[config.mk]
export PLATFORM = sky130hd
export DESIGN_NAME = transactional_key_value_table_core
export DESIGN_NICKNAME = d
export VERILOG_FILES = /design/src/rtl/tkv_pkg.sv /design/src/rtl/tkv_table.sv /design/src/rtl/transactional_key_value_table_core.sv
export SDC_FILE = /design/constraint.sdc
export NUM_CORES = 2
export LEC_CHECK = 0
export ABC_AREA = 0
export ABC_CLOCK_PERIOD_IN_PS = 10200
export BUFFER_PORTS_ARGS = -buffer_cell sky130_fd_sc_hd__buf_2
export CAP_MARGIN = 20
export CORE_MARGIN = 8
export CORE_UTILIZATION = 30
export CTS_BUF_LIST = sky130_fd_sc_hd__clkbuf_4 sky130_fd_sc_hd__clkbuf_8
export CTS_CLUSTER_DIAMETER = 200
export DETAILED_ROUTE_END_ITERATION = 10
export GPL_TIMING_DRIVEN = 0
export SYNTH_ARGS = -nofsm -noshare
export SYNTH_HDL_FRONTEND = slang
export SYNTH_SLANG_ARGS = --single-unit
[constraint.sdc]
create_clock -name clock -period 10.2 [get_ports clock]
set_input_delay 3.06 -clock clock [delete_from_list [all_inputs] [get_ports clock]]
set_output_delay 3.06 -clock clock [all_outputs]
set_load 0.005 [all_outputs]
[src/rtl/tkv_pkg.sv]
// ----------------------------------------------------------------------------
// tkv_pkg
// Shared constants and types for the transactional key/value table.
// ----------------------------------------------------------------------------
package tkv_pkg;

   localparam int TKV_CAPACITY    = 16;
   localparam int TKV_KEY_WIDTH   = 32;
   localparam int TKV_VALUE_WIDTH = 32;

   localparam int REQ_DATA_W = 72;
   localparam int RSP_DATA_W = 40;

   localparam logic [2:0] OP_GET      = 3'd0;
   localparam logic [2:0] OP_INSERT   = 3'd1;
   localparam logic [2:0] OP_REMOVE   = 3'd2;
   localparam logic [2:0] OP_BEGIN    = 3'd3;
   localparam logic [2:0] OP_COMMIT   = 3'd4;
   localparam logic [2:0] OP_ROLLBACK = 3'd5;

   localparam logic [1:0] ST_OK        = 2'd0;
   localparam logic [1:0] ST_NOT_FOUND = 2'd1;
   localparam logic [1:0] ST_FULL      = 2'd2;

   // entry update command, applied at the table address
   typedef struct packed {
      logic key_we;
      logic cval_we;
      logic pval_we;
      logic cv_set;
      logic cv_clr;
      logic pw_set;
      logic pw_clr;
      logic pd_clr;
      logic pd_copy_cv;
      logic marks_clr;
      logic commit_we;
   } tkv_wr_type;

   // entry marks at the table address
   typedef struct packed {
      logic used;
      logic cv;
      logic pw;
      logic pd;
   } tkv_ent_type;

endpackage

[src/rtl/tkv_table.sv]
// ----------------------------------------------------------------------------
// tkv_table
// Entry storage: keys, committed and pending values, per-entry marks.
// ----------------------------------------------------------------------------
module tkv_table #(
   parameter int CAPACITY    = tkv_pkg::TKV_CAPACITY,
   parameter int KEY_WIDTH   = tkv_pkg::TKV_KEY_WIDTH,
   parameter int VALUE_WIDTH = tkv_pkg::TKV_VALUE_WIDTH,
   parameter int IDX_W       = (CAPACITY > 1) ? $clog2(CAPACITY) : 1
) (
   input  logic                   clock,
   input  logic                   reset,
   input  logic [IDX_W-1:0]       addr,
   input  tkv_pkg::tkv_wr_type    wr,
   input  logic [KEY_WIDTH-1:0]   key_wdata,
   input  logic [VALUE_WIDTH-1:0] val_wdata,
   output logic [KEY_WIDTH-1:0]   rd_key,
   output logic [VALUE_WIDTH-1:0] rd_cval,
   output logic [VALUE_WIDTH-1:0] rd_pval,
   output tkv_pkg::tkv_ent_type   ent
);
   import tkv_pkg::*;

   logic [KEY_WIDTH-1:0]   key_mem  [CAPACITY];
   logic [VALUE_WIDTH-1:0] cval_mem [CAPACITY];
   logic [VALUE_WIDTH-1:0] pval_mem [CAPACITY];

   logic [CAPACITY-1:0] cv_ff, cv_in;
   logic [CAPACITY-1:0] pw_ff, pw_in;
   logic [CAPACITY-1:0] pd_ff, pd_in;

   assign rd_key  = key_mem[addr];
   assign rd_cval = cval_mem[addr];
   assign rd_pval = pval_mem[addr];

   assign ent.cv   = cv_ff[addr];
   assign ent.pw   = pw_ff[addr];
   assign ent.pd   = pd_ff[addr];
   assign ent.used = cv_ff[addr] | pw_ff[addr];

   always_ff @(posedge clock) begin
      if (wr.key_we) begin
         key_mem[addr] <= key_wdata;
      end
      if (wr.pval_we) begin
         pval_mem[addr] <= val_wdata;
      end
      if (wr.commit_we && pw_ff[addr]) begin
         cval_mem[addr] <= pval_mem[addr];
      end else if (wr.cval_we) begin
         cval_mem[addr] <= val_wdata;
      end
   end

   always_comb begin
      cv_in = cv_ff;
      pw_in = pw_ff;
      pd_in = pd_ff;
      if (wr.marks_clr) begin
         pw_in = '0;
         pd_in = '0;
      end
      if (wr.cv_clr) begin
         cv_in[addr] = 1'b0;
      end
      if (wr.pw_clr) begin
         pw_in[addr] = 1'b0;
      end
      if (wr.pd_clr) begin
         pd_in[addr] = 1'b0;
      end
      if (wr.pd_copy_cv) begin
         pd_in[addr] = cv_ff[addr];
      end
      if (wr.commit_we) begin
         if (pw_ff[addr]) begin
            cv_in[addr] = 1'b1;
         end else if (pd_ff[addr]) begin
            cv_in[addr] = 1'b0;
         end
      end
      if (wr.cv_set) begin
         cv_in[addr] = 1'b1;
      end
      if (wr.pw_set) begin
         pw_in[addr] = 1'b1;
      end
   end

   always_ff @(posedge clock) begin
      if (reset) begin
         cv_ff <= '0;
         pw_ff <= '0;
         pd_ff <= '0;
      end else begin
         cv_ff <= cv_in;
         pw_ff <= pw_in;
         pd_ff <= pd_in;
      end
   end

endmodule

[src/rtl/transactional_key_value_table_core.sv]
// ----------------------------------------------------------------------------
// transactional_key_value_table_core
// Bounded key/value table with begin/commit/rollback transactions.
//
//  channel  dir  transfer                 payload
//  req_*    in   tvalid & tready          opcode, lookup_key, write_value
//  rsp_*    out  tvalid & tready          read_value, status
//
// Get, insert, remove and a commit inside a transaction scan the table one
// entry per cycle through a single key compare, then act in S_ACT.
// Begin, rollback, a commit outside a transaction and other opcodes skip the scan.
// Synchronous reset clears all marks and the transaction flag; no clearing pass.
// req_tready is high only while idle. A stalled response holds the result
// stage; the next request may still be taken and finishes when rsp drains.
// ----------------------------------------------------------------------------
module transactional_key_value_table_core #(
   parameter int CAPACITY    = tkv_pkg::TKV_CAPACITY,
   parameter int KEY_WIDTH   = tkv_pkg::TKV_KEY_WIDTH,
   parameter int VALUE_WIDTH = tkv_pkg::TKV_VALUE_WIDTH
) (
   input  logic                            clock,
   input  logic                            reset,
   input  logic                            req_tvalid,
   output logic                            req_tready,
   // opcode[2:0], lookup_key[34:3], write_value[66:35], zero fill
   input  logic [tkv_pkg::REQ_DATA_W-1:0]  req_tdata,
   output logic                            rsp_tvalid,
   input  logic                            rsp_tready,
   // read_value[31:0], status[33:32], zero fill
   output logic [tkv_pkg::RSP_DATA_W-1:0]  rsp_tdata
);
   import tkv_pkg::*;

   localparam int IDX_W = (CAPACITY > 1) ? $clog2(CAPACITY) : 1;
   localparam logic [IDX_W-1:0] IDX_LAST = IDX_W'(CAPACITY - 1);

   typedef enum logic [2:0] {
      S_IDLE = 3'b001,
      S_SCAN = 3'b010,
      S_ACT  = 3'b100
   } state_type;

   state_type state_ff, state_in;

   logic [2:0]             op_ff, op_in;
   logic [KEY_WIDTH-1:0]   key_ff, key_in;
   logic [VALUE_WIDTH-1:0] val_ff, val_in;
   logic [31:0]            req_key, req_val;

   logic [IDX_W-1:0] idx_ff, idx_in;
   logic [IDX_W-1:0] match_ff, match_in;
   logic [IDX_W-1:0] free_ff, free_in;
   logic             found_ff, found_in;
   logic             free_ok_ff, free_ok_in;
   logic             in_tx_ff, in_tx_in;

   logic             rsp_valid_ff, rsp_valid_in;
   logic [31:0]      read_ff, read_in;
   logic [1:0]       status_ff, status_in;

   logic [IDX_W-1:0]       addr;
   tkv_wr_type             wr;
   tkv_ent_type            ent;
   logic [KEY_WIDTH-1:0]   rd_key;
   logic [VALUE_WIDTH-1:0] rd_cval, rd_pval;
   logic [VALUE_WIDTH-1:0] hit_val;
   logic [31:0]            hit_val32;
   logic                   keyed, fire, accept;

   assign req_key = req_tdata[34:3];
   assign req_val = req_tdata[66:35];

   generate
      if (KEY_WIDTH <= 32) begin : g_key_narrow
         assign key_in = req_key[KEY_WIDTH-1:0];
      end else begin : g_key_wide
         assign key_in = {{(KEY_WIDTH-32){1'b0}}, req_key};
      end
      if (VALUE_WIDTH <= 32) begin : g_val_narrow
         assign val_in    = req_val[VALUE_WIDTH-1:0];
         assign hit_val32 = {{(32-VALUE_WIDTH){1'b0}}, hit_val};
      end else begin : g_val_wide
         assign val_in    = {{(VALUE_WIDTH-32){1'b0}}, req_val};
         assign hit_val32 = hit_val[31:0];
      end
   endgenerate

   assign op_in = req_tdata[2:0];

   assign req_tready = (state_ff == S_IDLE);
   assign accept     = req_tvalid & req_tready;
   assign keyed      = (op_ff == OP_GET) || (op_ff == OP_INSERT) || (op_ff == OP_REMOVE);
   assign fire       = (state_ff == S_ACT) && (!rsp_valid_ff || rsp_tready);
   assign addr       = (state_ff == S_SCAN) ? idx_ff : (found_ff ? match_ff : free_ff);
   assign hit_val    = ent.pw ? rd_pval : rd_cval;

   tkv_table #(
      .CAPACITY    (CAPACITY),
      .KEY_WIDTH   (KEY_WIDTH),
      .VALUE_WIDTH (VALUE_WIDTH),
      .IDX_W       (IDX_W)
   ) u_table (
      .clock     (clock),
      .reset     (reset),
      .addr      (addr),
      .wr        (wr),
      .key_wdata (key_ff),
      .val_wdata (val_ff),
      .rd_key    (rd_key),
      .rd_cval   (rd_cval),
      .rd_pval   (rd_pval),
      .ent       (ent)
   );

   always_comb begin
      state_in     = state_ff;
      idx_in       = idx_ff;
      match_in     = match_ff;
      free_in      = free_ff;
      found_in     = found_ff;
      free_ok_in   = free_ok_ff;
      in_tx_in     = in_tx_ff;
      rsp_valid_in = rsp_valid_ff & ~rsp_tready;
      read_in      = read_ff;
      status_in    = status_ff;
      wr           = '0;
      case (state_ff)
         S_IDLE: begin
            if (accept) begin
               idx_in     = '0;
               found_in   = 1'b0;
               free_ok_in = 1'b0;
               if ((op_in == OP_GET) || (op_in == OP_INSERT) || (op_in == OP_REMOVE) ||
                   ((op_in == OP_COMMIT) && in_tx_ff)) begin
                  state_in = S_SCAN;
               end else begin
                  state_in = S_ACT;
               end
            end
         end
         S_SCAN: begin
            if (keyed) begin
               if (!found_ff && ent.used && (rd_key == key_ff)) begin
                  found_in = 1'b1;
                  match_in = idx_ff;
               end
               if (!free_ok_ff && !ent.used) begin
                  free_ok_in = 1'b1;
                  free_in    = idx_ff;
               end
            end else begin
               wr.commit_we = 1'b1;
            end
            idx_in = idx_ff + 1'b1;
            if (idx_ff == IDX_LAST) begin
               state_in = S_ACT;
            end
         end
         S_ACT: begin
            if (fire) begin
               rsp_valid_in = 1'b1;
               read_in      = '0;
               status_in    = ST_OK;
               state_in     = S_IDLE;
               case (op_ff)
                  OP_GET: begin
                     if (!found_ff) begin
                        status_in = ST_NOT_FOUND;
                     end else if (ent.pw || (!ent.pd && ent.cv)) begin
                        read_in = hit_val32;
                     end else begin
                        status_in = ST_NOT_FOUND;
                     end
                  end
                  OP_INSERT: begin
                     if (found_ff || free_ok_ff) begin
                        if (!found_ff) begin
                           wr.key_we = 1'b1;
                           wr.cv_clr = 1'b1;
                           wr.pd_clr = 1'b1;
                        end
                        if (in_tx_ff) begin
                           wr.pval_we = 1'b1;
                           wr.pw_set  = 1'b1;
                           wr.pd_clr  = 1'b1;
                        end else begin
                           wr.cval_we = 1'b1;
                           wr.cv_set  = 1'b1;
                        end
                     end else begin
                        status_in = ST_FULL;
                     end
                  end
                  OP_REMOVE: begin
                     if (found_ff) begin
                        if (in_tx_ff) begin
                           wr.pw_clr     = 1'b1;
                           wr.pd_copy_cv = 1'b1;
                        end else begin
                           wr.cv_clr = 1'b1;
                        end
                     end
                  end
                  OP_BEGIN: begin
                     in_tx_in = 1'b1;
                  end
                  OP_COMMIT: begin
                     if (in_tx_ff) begin
                        wr.marks_clr = 1'b1;
                        in_tx_in     = 1'b0;
                     end
                  end
                  OP_ROLLBACK: begin
                     wr.marks_clr = 1'b1;
                     in_tx_in     = 1'b0;
                  end
                  default: begin
                  end
               endcase
            end
         end
         default: begin
            state_in = S_IDLE;
         end
      endcase
   end

   always_ff @(posedge clock) begin
      if (reset) begin
         state_ff     <= S_IDLE;
         found_ff     <= 1'b0;
         free_ok_ff   <= 1'b0;
         in_tx_ff     <= 1'b0;
         rsp_valid_ff <= 1'b0;
      end else begin
         state_ff     <= state_in;
         found_ff     <= found_in;
         free_ok_ff   <= free_ok_in;
         in_tx_ff     <= in_tx_in;
         rsp_valid_ff <= rsp_valid_in;
      end
   end

   always_ff @(posedge clock) begin
      if (accept) begin
         op_ff  <= op_in;
         key_ff <= key_in;
         val_ff <= val_in;
      end
      idx_ff    <= idx_in;
      match_ff  <= match_in;
      free_ff   <= free_in;
      read_ff   <= read_in;
      status_ff <= status_in;
   end

   assign rsp_tvalid = rsp_valid_ff;
   assign rsp_tdata  = {{(RSP_DATA_W-34){1'b0}}, status_ff, read_ff};

endmodule
==> out/metrics.sh <==
GP_CONGESTION=0.925
YOSYSSEQAREASHARE=0.726
MAXIMUM_FANOUT_ALONG_THE_WORST_PATH=10
START_KIND='flop'
NETLIST_AREA_SQ_MM=0.0697
CRITPATHARRIVALTIME_PS=7320
IR_DROP_uV=120
STARTPOINT_TO_ENDPOINT_CLASS_OF_THE_CRITICAL_PATH='flop to flop'
DESIGN.FINAL.NETS=5995
FP.COREAREA_SQ_MM=0.232
SKEW_PS=107
SETUP.WORST_PATH.END_CLASS='flop'
CLOCK_INSERTION_DELAY_WORST_SKEW_PS=1050
GATE_COUNT_OF_THE_MAPPED_NETLIST=5451
GRT_USAGE=0.186
CELLINTERNALPOWER_mW=11.0
CLOCK_TREE.HTREE_LEVEL_COUNT=5
POST_SYNTH_MOST_FREQUENT_CELLS='edfxtp_1, nand2_1, nand3_1'
POWER.DENSITY_CELL_AREA_mW_PER_MM2=175
STATUS='completed'
WORST_PATH_DOMINANT_CELL_FAMILY='simple AND/OR/NAND/NOR gates'
WORSTHOLDPATHCELLS=2
ANTENNA_VIOLATIONS_BEFORE_REPAIR=16
PWR-SHARE-SEQ=0.555
RSZ0062_AT_GRT='false'
DRT_ITER0_MARKERS=7885
FINALCRITPERIODSHARE=0.655
MAX_CAP_VIOLATIONS=0
WORST_HOLD_STARTPOINT='u_table.cv_ff[0]$_SDFF_PP0_'
FIN_CRIT_PS=6680
NUMCTSBUFFERS=293
SYNTH-COMPOUND-AREA-SHARE=0.0644
MIN-DELAY-PATH-CLASS='flop to flop'
DIE_HEIGHT_UM=498
IOS=118
SYNTH-XOR-AREA-SHARE=0.00427
CTS_ROOT_BUF='clkbuf_8'
SYNTH-MAIN-FF-CELL='edfxtp_1'
WIRE_LENGTH_OF_THE_FIRST_GLOBAL_ROUTING_PASS_UM=343000
FINAL_ANTENNA_NET_COUNT=0
GRT_START_MAX_NET_PINS=36
VIAS_PER_CELL=5.51
SETUP_VIOL=0
WORSTSETUPSTARTPOINT='idx_ff[0]$_SDFFCE_PN0P_'
SYNTH_TOP_CELLS_BY_AREA='edfxtp_1, nand2_1, nand3_1'
TIMING.CRITICAL_PATH.CELLS='clkbuf_1 -> buf_1 -> nor2_1 -> nor2_1 -> clkbuf_1 -> o22ai_1 -> o21ai_0 -> nand4_1 -> xnor2_1 -> or4_1 -> nor4_2'
SYNTH_ENABLE_FLOP_CELLS=1649
CLK_PIN_SLEW_WORST_PATHS_PS=60
CLOCK_POWER_SHARE=0.423
YOSYSMOSTFREQUENTCELL='edfxtp_1'
P_SW_mW=3.14
REGTOREGENDPOINT='match_ff[3]$_DFFE_PP_'
WORST_PATH_MAX_DELAY_CELL='nor2_1'
YOSYSTOPAREACELLSHARE=0.710
CTS.SINK_COUNT=1704
VIA_COUNT=50500
FLOW.AREA_GROWTH_FROM_SYNTHESIS_PCT=16.0
CP.REQUIRED_PS=10840
WORST-R2R-CELL-COUNT=11
DRIVE_ABOVE_1_SHARE=0.141
CTS_REPAIR_RESIZE_COUNT=0
SYNTHSIMPLEGATEAREAFRAC=0.156
SYNTH.YOSYS.WARNINGS=0
R2R_START='idx_ff[0]$_SDFFCE_PN0P_'
DOMINANT_COMBINATIONAL_CELL_FAMILY_BY_AREA_AFTER_SYNTHESIS='simple AND/OR/NAND/NOR gates'
POST_SYNTH_FA_HA_MAJ_AREA_FRACTION=0.000179
POST_SYNTH_MUX_AREA_SHARE=0.0242
DR.PASS1.ITERS=8
FIN_WORST_HOLD_SLACK_PS=486
YS_FF_LATCH=1704
CTS_MAX_PATH_BUFFERS=4
GRT_REMAINING_OVERFLOW=0
CTS_TREE='done'
MAXSLEWVIOLCOUNT=0
SYNTH_AREA_LEADER='edfxtp_1'
REG2REG_SETUP_SLACK_PS=3520
PORT_BUFFERS=105
DRT_DRC_VIOLATIONS_LEFT=0
PATH_BUF_INV=3
POST_CTS.REPAIR.SETUP_BUFFERS=0
DPL.CELL_COUNT=8664
LEAKAGEPOWER_nW=26.9
GRT_PASS1_VIAS=48100
WHS_ENDPOINT='u_table.cv_ff[0]$_SDFF_PP0_'
POSTSYNTH.ASYNCRESETSHARE=0
SYNTH_CELL_TYPES=93
MAX_FREQ_MHz=150
SYN_AREA_PER_CELL_SQ_UM=12.8
DETAIL_ROUTE.WL_PER_CELL_UM=26.6
SW_FRAC_OF_TOTAL=0.222
TOTALWIRELENGTH_UM=244000
INITIAL_UTILIZATION=0.301
DETAILED_PLACEMENT_HPWL_UM=162000
HOLD_VIOL_FINAL=0
FLOORPLAN.DIE_AREA_SQ_MM=0.248
ACTUAL_SLEW_AT_THE_WORST_MAX_SLEW_PIN_PS=1270
PLACEMENTROWS=177
COMB_POWER_SHARE=0.022
WORST_PATH_LARGEST_CELL_DELAY_PS=1000
DIE_X_UM=498
CTS_HOLD_FIX_BUFS=0
STDCELL_COUNT=9167
SLEW_HEADROOM=0.153
-- registers in the layout (all words and copies together), names as in the netlist --
register	count
u_table.cval_mem	512
u_table.key_mem	512
u_table.pval_mem	512
key_ff	32
read_ff	32
val_ff	32
u_table.cv_ff	16
u_table.pd_ff	16
u_table.pw_ff	16
free_ff	4
idx_ff	4
match_ff	4
op_ff	3
state_ff	3
status_ff	2
found_ff	1
free_ok_ff	1
in_tx_ff	1
rsp_tvalid	1
-- worst max-delay path by stage --
stage	end	cells past startpoint
after CTS	match_ff[3]$_DFFE_PP_	11
after global placement	u_table.key_mem[8][23]$_DFFE_PP_	6
after floorplan	u_table.key_mem[14][0]$_DFFE_PP_	5
after detailed placement	u_table.cval_mem[10][3]$_DFFE_PP_	12
after global routing	match_ff[3]$_DFFE_PP_	11
final	match_ff[3]$_DFFE_PP_	11
-- stage by stage --
| stage | power (mW) | util | setup slack, ps | setup TNS (ps) | instance area, sq um |
|---|---|---|---|---|---|
| 3_3_place_gp | 8.28 | 0.320 | -2050 | -1243600 | 74100 |
| 2_1_floorplan | 8.09 | - | 2900 | 0 | 69800 |
| 5_1_grt | 14.5 | 0.349 | 3630 | 0 | 80900 |
| 6_report | 14.1 | 0.349 | 3520 | 0 | 80900 |
| 3_5_place_dp | 8.29 | 0.325 | 3280 | 0 | 75400 |
| 4_1_cts | 14.2 | 0.349 | 3820 | 0 | 80900 |
-- cells in the final DEF (no fill, tap or decap), drive strengths merged, types with 77 or more instances in the layout --
cell	n
o22ai	125
nor2	163
edfxtp	1649
nand2	1305
buf	287
nand3	744
mux2	82
o21ai	133
a21oi	153
clkinv	88
clkbuf	652
nand4	77
-- layer usage --
metal	vias to the layer above	wire (um)	global-route usage
met2	3591	109000	0.288
met5	-	265	0
met4	6	13100	0.0914
li1	21300	-	-
met1	24900	94000	0.245
met3	760	27800	0.0450
-- power by group through the flow --
stage                     logic, mW  clock network [mW]  registers (mW)
after floorplan               0.158                   0            7.93
after global placement        0.296                   0            7.98
after detailed placement      0.305                   0            7.99
after CTS                     0.307                6.02            7.84
after global routing          0.324                6.33            7.85
final                         0.313                5.99            7.84
-- cells by family (layout without fill, tap and decap cells) --
logic type | after synthesis | after routing
AOI/OAI and AO/OA | 685 | 685
and+or+nand+nor | 2458 | 2458
buffers and inverters | 421 | 1083
muxes | 147 | 147
DFF | 1704 | 1704
adders and majority gates | 1 | 1
other | 1 | 12
xor gates and xnor gates | 34 | 34
-- tightest hold or removal path, cell delays in order (launching register included) --
cell,delay (ps)
dfxtp_1,310
o21ai_0,70
a21oi_1,60
-- area by class of cell --
| class | count | area (sq um) |
|---|---|---|
| flip-flops and latches | 1704 | 50600 |
| inverters | 47 | 179 |
| fillers | 22300 | 151000 |
| diodes | 6 | 15.0 |
| repair buffers | 167 | 1750 |
| plain buffers | 374 | 1570 |
| well taps | 3043 | 3810 |
| clock buffers | 398 | 4900 |
| multi-input cells | 3331 | 17500 |
| clock inverters | 97 | 526 |
Note: power is estimated with default switching activity, not from simulation.
